$ cat src/cln_pkg.sv
`timescale 1ns / 1ps
// Shared types and constants for the command line normalizer.
// Used by cln_decode, cln_burst and command_line_normalizer_unit; no dependencies.
package cln_pkg;

  // Line status carried on every result beat.
  typedef enum logic [1:0] {
    ST_PROGRESS = 2'd0,
    ST_OK       = 2'd1,
    ST_MISMATCH = 2'd2,
    ST_INVALID  = 2'd3
  } status_e;

  // Character codes that steer the decoder.
  localparam logic [7:0] ChSpace   = 8'h20;
  localparam logic [7:0] ChQuote   = 8'h27;
  localparam logic [7:0] ChOpen    = 8'h28;
  localparam logic [7:0] ChClose   = 8'h29;
  localparam logic [7:0] ChComma   = 8'h2C;
  localparam logic [7:0] ChColon   = 8'h3A;
  localparam logic [7:0] ChSemi    = 8'h3B;
  localparam logic [7:0] ChNewline = 8'h0A;
  localparam logic [7:0] ChUnder   = 8'h5F;
  localparam logic [7:0] ChAt      = 8'h40;
  localparam logic [7:0] ChDollar  = 8'h24;
  localparam logic [7:0] ChHash    = 8'h23;

  // Most result beats that one input byte can produce.
  localparam int unsigned MaxBeats = 3;

  // Group of result beats produced by one input byte.
  typedef struct packed {
    logic [1:0]            cnt;        // number of beats, 0 to 3
    logic [2:0][7:0]       chars;      // beat characters, slot 0 first
    logic                  char_valid; // beats carry characters
    status_e               status;     // status of every beat in the group
  } burst_t;

endpackage

$ cat src/cln_decode.sv
`timescale 1ns / 1ps
// Combinational byte decoder: classifies one byte against the line state and
// builds its result beats and the next line state. Depends on cln_pkg.
module cln_decode #(
  parameter int unsigned MAX_NESTING = 255,
  parameter int unsigned DepthW      = 8
) (
  input  logic [7:0]        in_char_i,
  input  logic              nonempty_i,
  input  logic              last_space_i,
  input  logic              quote_open_i,
  input  logic [DepthW-1:0] depth_i,
  output cln_pkg::burst_t   burst_o,
  output logic              nonempty_o,
  output logic              last_space_o,
  output logic              quote_open_o,
  output logic [DepthW-1:0] depth_o
);

  logic is_plain;
  logic space_ok;
  logic at_max;

  // Letters, digits and the four pass-through symbols.
  assign is_plain = (in_char_i >= 8'h61 && in_char_i <= 8'h7A) ||
                    (in_char_i >= 8'h41 && in_char_i <= 8'h5A) ||
                    (in_char_i >= 8'h30 && in_char_i <= 8'h39) ||
                    in_char_i == cln_pkg::ChUnder  || in_char_i == cln_pkg::ChAt ||
                    in_char_i == cln_pkg::ChDollar || in_char_i == cln_pkg::ChHash;

  // A space is only emitted after a non-space character on this line.
  assign space_ok = nonempty_i && !last_space_i;
  assign at_max   = ({{(32-DepthW){1'b0}}, depth_i} >= 32'(MAX_NESTING));

  // Decode one byte.
  always_comb begin
    burst_o.cnt        = 2'd0;
    burst_o.chars      = '0;
    burst_o.char_valid = 1'b1;
    burst_o.status     = cln_pkg::ST_PROGRESS;
    nonempty_o         = nonempty_i;
    last_space_o       = last_space_i;
    quote_open_o       = quote_open_i;
    depth_o            = depth_i;

    if (in_char_i == cln_pkg::ChSemi) begin
      burst_o.cnt        = 2'd1;
      burst_o.char_valid = 1'b0;
      burst_o.status     = (quote_open_i || depth_i != '0) ? cln_pkg::ST_MISMATCH
                                                           : cln_pkg::ST_OK;
    end else if (in_char_i == cln_pkg::ChSpace) begin
      if (space_ok) begin
        burst_o.cnt      = 2'd1;
        burst_o.chars[0] = cln_pkg::ChSpace;
        last_space_o     = 1'b1;
      end
    end else if (in_char_i == cln_pkg::ChQuote) begin
      quote_open_o = !quote_open_i;
    end else if (in_char_i == cln_pkg::ChOpen) begin
      if (at_max) begin
        burst_o.cnt        = 2'd1;
        burst_o.char_valid = 1'b0;
        burst_o.status     = cln_pkg::ST_MISMATCH;
      end else begin
        depth_o = depth_i + DepthW'(1);
      end
    end else if (in_char_i == cln_pkg::ChClose) begin
      if (depth_i == '0) begin
        burst_o.cnt        = 2'd1;
        burst_o.char_valid = 1'b0;
        burst_o.status     = cln_pkg::ST_MISMATCH;
      end else begin
        depth_o = depth_i - DepthW'(1);
      end
    end else if (in_char_i == cln_pkg::ChComma || in_char_i == cln_pkg::ChColon) begin
      // Separator gets a space on each side; the leading one may be merged.
      if (space_ok) begin
        burst_o.cnt      = 2'd3;
        burst_o.chars[0] = cln_pkg::ChSpace;
        burst_o.chars[1] = in_char_i;
        burst_o.chars[2] = cln_pkg::ChSpace;
      end else begin
        burst_o.cnt      = 2'd2;
        burst_o.chars[0] = in_char_i;
        burst_o.chars[1] = cln_pkg::ChSpace;
      end
      nonempty_o   = 1'b1;
      last_space_o = 1'b1;
    end else if (in_char_i == cln_pkg::ChNewline) begin
      burst_o.cnt = 2'd0;
    end else if (is_plain) begin
      burst_o.cnt      = 2'd1;
      burst_o.chars[0] = in_char_i;
      nonempty_o       = 1'b1;
      last_space_o     = 1'b0;
    end else begin
      burst_o.cnt        = 2'd1;
      burst_o.char_valid = 1'b0;
      burst_o.status     = cln_pkg::ST_INVALID;
    end

    // Any terminating status clears the line state.
    if (!burst_o.char_valid) begin
      nonempty_o   = 1'b0;
      last_space_o = 1'b0;
      quote_open_o = 1'b0;
      depth_o      = '0;
    end
  end

endmodule

$ cat src/cln_burst.sv
`timescale 1ns / 1ps
// Result register: holds the beats of one decoded byte and shifts them out
// one per cycle while the output is not stalled. Depends on cln_pkg.
module cln_burst (
  input  logic            clk_i,
  input  logic            rst_ni,
  input  logic            load_i,
  input  cln_pkg::burst_t burst_i,
  output logic            free_o,
  output logic            out_valid_o,
  input  logic            out_stall_i,
  output logic [7:0]      out_char_o,
  output logic            char_valid_o,
  output logic            last_o,
  output logic [1:0]      status_o
);

  logic [1:0]       cnt_q, cnt_d;
  logic [2:0][7:0]  chars_q, chars_d;
  logic             char_valid_q;
  cln_pkg::status_e status_q;
  logic             pop;

  assign pop         = out_valid_o && !out_stall_i;
  // A new byte may load when the register is empty or its final beat leaves now.
  assign free_o      = (cnt_q == 2'd0) || (cnt_q == 2'd1 && pop);
  assign out_valid_o = (cnt_q != 2'd0);

  assign out_char_o   = chars_q[0];
  assign char_valid_o = char_valid_q;
  assign last_o       = (cnt_q == 2'd1);
  assign status_o     = status_q;

  // Load a new group or shift the taken beat out.
  always_comb begin
    cnt_d   = cnt_q;
    chars_d = chars_q;
    if (load_i) begin
      cnt_d   = burst_i.cnt;
      chars_d = burst_i.chars;
    end else if (pop) begin
      cnt_d   = cnt_q - 2'd1;
      chars_d = {8'h00, chars_q[2], chars_q[1]};
    end
  end

  always_ff @(posedge clk_i or negedge rst_ni) begin
    if (!rst_ni) begin
      cnt_q <= 2'd0;
    end else begin
      cnt_q <= cnt_d;
    end
  end

  // Payload needs no reset.
  always_ff @(posedge clk_i) begin
    chars_q <= chars_d;
    if (load_i) begin
      char_valid_q <= burst_i.char_valid;
      status_q     <= burst_i.status;
    end
  end

endmodule

$ cat src/command_line_normalizer_unit.sv
`timescale 1ns / 1ps
// The first result beat of a byte appears in the cycle after it is accepted.
// The result register holds the beats of one byte, one to three (comma or colon
// with spacing), until they are taken; bytes with no beat leave it free.
// The result register shifts out one beat per cycle while the output is not stalled.
// Reset (rst_ni low, asynchronous) clears the line state and empties the register.
module command_line_normalizer_unit #(
  parameter int unsigned MAX_NESTING = 255
) (
  input  logic       clk_i,
  input  logic       rst_ni,
  input  logic       in_valid_i,
  output logic       in_stall_o,
  input  logic [7:0] in_char_i,
  output logic       out_valid_o,
  input  logic       out_stall_i,
  output logic [7:0] out_char_o,
  output logic       char_valid_o,
  output logic       last_o,
  output logic [1:0] status_o
);

  localparam int unsigned DepthW = (MAX_NESTING < 2) ? 1 : $clog2(MAX_NESTING + 1);

  logic              nonempty_q, nonempty_d;
  logic              last_space_q, last_space_d;
  logic              quote_open_q, quote_open_d;
  logic [DepthW-1:0] depth_q, depth_d;
  cln_pkg::burst_t   burst;
  logic              free;
  logic              accept;

  assign in_stall_o = !free;
  assign accept     = in_valid_i && free;

  // Byte decode against the current line state.
  cln_decode #(
    .MAX_NESTING (MAX_NESTING),
    .DepthW      (DepthW)
  ) u_decode (
    .in_char_i    (in_char_i),
    .nonempty_i   (nonempty_q),
    .last_space_i (last_space_q),
    .quote_open_i (quote_open_q),
    .depth_i      (depth_q),
    .burst_o      (burst),
    .nonempty_o   (nonempty_d),
    .last_space_o (last_space_d),
    .quote_open_o (quote_open_d),
    .depth_o      (depth_d)
  );

  // Line state advances on every accepted byte.
  always_ff @(posedge clk_i or negedge rst_ni) begin
    if (!rst_ni) begin
      nonempty_q   <= 1'b0;
      last_space_q <= 1'b0;
      quote_open_q <= 1'b0;
      depth_q      <= '0;
    end else if (accept) begin
      nonempty_q   <= nonempty_d;
      last_space_q <= last_space_d;
      quote_open_q <= quote_open_d;
      depth_q      <= depth_d;
    end
  end

  // Result register and beat sequencing.
  cln_burst u_burst (
    .clk_i        (clk_i),
    .rst_ni       (rst_ni),
    .load_i       (accept),
    .burst_i      (burst),
    .free_o       (free),
    .out_valid_o  (out_valid_o),
    .out_stall_i  (out_stall_i),
    .out_char_o   (out_char_o),
    .char_valid_o (char_valid_o),
    .last_o       (last_o),
    .status_o     (status_o)
  );

  // A semicolon always yields a single status beat next cycle.
  assert property (@(posedge clk_i) disable iff (!rst_ni)
    accept && in_char_i == cln_pkg::ChSemi |=> out_valid_o && !char_valid_o && last_o)
    else $error("semicolon did not produce a single status beat");

  // Character beats always report the line as in progress.
  assert property (@(posedge clk_i) disable iff (!rst_ni)
    out_valid_o && char_valid_o |-> status_o == cln_pkg::ST_PROGRESS)
    else $error("character beat carries a terminating status");

  // Status beats stand alone.
  assert property (@(posedge clk_i) disable iff (!rst_ni)
    out_valid_o && !char_valid_o |-> last_o)
    else $error("status beat not marked last");

  // Input only stalls while results are pending.
  assert property (@(posedge clk_i) disable iff (!rst_ni)
    in_stall_o |-> out_valid_o)
    else $error("input stalled with an empty result register");

endmodule

$ cat config.mk
export PLATFORM = sky130hd
export DESIGN_NAME = command_line_normalizer_unit
export DESIGN_NICKNAME = d
export VERILOG_FILES = /design/src/cln_pkg.sv /design/src/cln_decode.sv /design/src/cln_burst.sv /design/src/command_line_normalizer_unit.sv
export SDC_FILE = /design/constraint.sdc
export NUM_CORES = 1
export LEC_CHECK = 0
export BUFFER_PORTS_ARGS = -buffer_cell sky130_fd_sc_hd__buf_2
export CAP_MARGIN = 25
export CORE_UTILIZATION = 32
export CTS_CLUSTER_SIZE = 8
export DETAILED_ROUTE_END_ITERATION = 10
export MAX_ROUTING_LAYER = met4
export SLEW_MARGIN = 20
export SYNTH_ARGS = -nofsm -noshare
export SYNTH_HDL_FRONTEND = slang
export SYNTH_SLANG_ARGS = --single-unit
$ cat constraint.sdc
create_clock -name clk_i -period 3.7 [get_ports clk_i]
set_input_delay 0.74 -clock clk_i [delete_from_list [all_inputs] [get_ports clk_i]]
set_output_delay 0.74 -clock clk_i [all_outputs]
set_load 0.03 [all_outputs]
==> flow_summary.ini <==
[run_status]
status = finished, final reports clean

[synth]
synth_top_flop_cell = edfxtp_1
synth_top_cell_area_share = 0.284
synth.cell_area_um2 = 2120
yosysWarnings = 0
synth-seq-cells = 33
syn_inst = 211
yosysUniqueCellTypes = 50
yosys.area.top_type = edfxtp_1
yosys-top-cells-area = edfxtp_1 (28%), dfrtp_1 (15%), a22o_1 (5.8%)
synthTopCellsByCount = edfxtp_1 (20), nor2_1 (17), a22o_1 (14), nand2_1 (14), dfrtp_1 (13)
synth_sequential_area_ratio = 0.438
synth-async-reset-ratio = 0.394
synth-edff-count = 20
avgSynthCellArea_um2 = 10.0
synth_most_common_cell = edfxtp_1

[timing]
final-hold-violation-count = 0
max_freq_mhz = 329
worst_slew_pin_slew_ps = 635
drv_slew = 0
min_period_ps = 3040
finalSetupViolations = 0
slew_headroom = 0.576
tns_ps = 0
period_share = 0.822
grt_setup_unrepaired = no
fin_skew_ps = 6.24

[power_and_ir_drop]
ir_drop_v = 0.000370
powerDensity_nw_per_um2 = 570
total_power_mw = 1.35
p_leak_nw = 0.995

[clock_tree]
cts.path.max_buffers = 2
cts_tree = done
cts_sinks = 33
clkLatencyLatePin_ps = 290
cts_root_buffer = clkbuf_8
htreeDepth = 2
cts_setup_buffers = 0
cts_buffers = 5
cts.reportedPaths.clkPinSlew_ps = 80
cts_hold_buf = 0
ctsResizeCount = 0

[die]
coreArea_um2 = 6350
initial_utilization = 0.333
rows = 29
die_area_um2 = 6940
die-height_um = 83.3
die_w_um = 83.3
io_pins = 26

[global_route]
grt_use_total = 0.137
overflow = 0
grt_pass1_vias = 1518
grt_pass1_wl_um = 7360
antenna_found_initial = 0
grt_max_degree = 18

[critical_path]
arrival_ps = 3220
crit_chain = buf_2 > nor4b_2 > nand3_1 > ha_1 > a21oi_1 > o211ai_1 > o41ai_1 > mux2i_1 > mux2i_1 > nor3_1
worstPathRequired_ps = 3870
worstSetupEndpointType = flip-flop
critPathMostFrequentCell = mux2i_1
max_stage_delay_ps = 450
crit_type = primary input to flip-flop
crit_slowest_cell = nor4b_2
cp-start-kind = primary input
cp_max_fo = 10

[final_layout]
fillers = 634
nNetsFinal = 253
syn_to_final_growth_pct = 12.1
drive_gt1_frac = 0.215
antenna_cells = 0

[route]
wl_met1_um = 2120
vias = 1599
top_layer = met4
wl_um = 4410
avgRoutedWirePerCell_um = 14.2
vias_per_cell = 5.16
wl_met3_um = 173
final_antenna_net_count = 0
initialDrtViolationCount = 64
drtPass1Iterations = 4
wl_met2_um = 2060
route.detailed.drc = 0

[min_path]
hold_path_class = primary input to asynchronous set/reset pin

[placed_design]
io_buffers = 25
gp_congestion = 0.830
dp.final_hpwl_um = 3320

[run]
maxCapViolCount = 0
## cell families after synthesis
family | after synthesis | share of synthesized area
fa+ha+maj | 9 | 0.0568
buf+inv | 27 | 0.0698
xor+xnor | 4 | 0.0166
mux | 4 | 0.0201
other cells | 1 | 0.00177
flops | 33 | 0.438
simple gates | 83 | 0.219
compound gates | 50 | 0.179
## stage by stage
step           cell area (µm²)  std cells  utilization  worst slack, ps  hold slack (ps)
2_1_floorplan             2120        213            -              603              444
3_3_place_gp              2260        302        0.355              486              506
3_5_place_dp              2260        302        0.355              383              511
4_1_cts                   2370        310        0.374              675              321
5_1_grt                   2370        310        0.374              387              335
6_report                  2370        310        0.374              658              321
## sequential cells by signal (all words and copies together) (netlist names)
register	cells
depth_q	8
last_space_q	1
nonempty_q	1
quote_open_q	1
u_burst.char_valid_o	1
u_burst.chars_q	9
u_burst.cnt_q	2
u_burst.out_char_o	8
u_burst.status_o	2
## final timing paths
| kind | start | slack (ps) | to | depth (start not counted) |
|---|---|---|---|---|
| hold / removal | rst_ni | 320 | depth_q[2]$_DFFE_PN0P_ | 1 |
| setup reg to reg | u_burst.cnt_q[0]$_DFFE_PN0P_ | 1300 | u_burst.out_char_o[1]$_DFFE_PP_ | 9 |
| max in group asynchronous | rst_ni | 3150 | depth_q[7]$_DFFE_PN0P_ | 1 |
| min in group clk_i | nonempty_q$_DFFE_PN0P_ | 520 | nonempty_q$_DFFE_PN0P_ | 2 |
| setup / recovery | in_char_i[4] | 660 | depth_q[7]$_DFFE_PN0P_ | 10 |
| hold reg to reg | nonempty_q$_DFFE_PN0P_ | 520 | nonempty_q$_DFFE_PN0P_ | 2 |
## power breakdown
part | switching [mW] | internal [mW] | total [mW] | leakage, nW
combinational | 0.310 | 0.146 | 0.456 | 0.569
clock | 0.145 | 0.202 | 0.347 | 0.0543
sequential | 0.0327 | 0.516 | 0.549 | 0.372
## critical path, delay by kind of cell
family | cells | cell delay [ps]
simple gates | 3 | 800
compound gates | 3 | 700
mux | 2 | 480
fa+ha+maj | 1 | 340
buf+inv | 1 | 150
## per-layer routing
metal	global-route usage	up-vias
met5	-	-
met1	0.177	738
li1	-	817
met3	0.0268	7
met4	0.0517	0
met2	0.212	37
## final cells by class
cell class	count	area, µm²	area share
clock buffer	5	68.8	0.0290
clock inverter	3	46.3	0.0195
inverter	12	45.0	0.0190
multi-input combinational	153	1050	0.443
sequential	33	926	0.390
tap	77	96.3	0.0406
timing repair buffer	27	140	0.0591
## placed cells by master, fill, tap and decap left out, drive strengths merged, types with 3 or more instances in the layout
| master | netlist | final |
|---|---|---|
| dfrtp | 13 | 13 |
| inv | 12 | 12 |
| and2 | 8 | 8 |
| clkbuf | 1 | 5 |
| nand2 | 14 | 14 |
| o21ai | 8 | 8 |
| ha | 8 | 8 |
| nor2 | 17 | 17 |
| and3 | 5 | 5 |
| nor3 | 5 | 5 |
| nor4 | 4 | 4 |
| nand3 | 6 | 6 |
| edfxtp | 20 | 20 |
| a211oi | 5 | 5 |
| a22o | 14 | 14 |
| a21oi | 11 | 11 |
| nand4 | 5 | 5 |
| buf | 14 | 27 |
| conb | 1 | 3 |
| nor2b | 5 | 5 |
| xnor2 | 4 | 4 |
| or3 | 3 | 3 |
No activity file was read; power rests on OpenSTA's default activity.
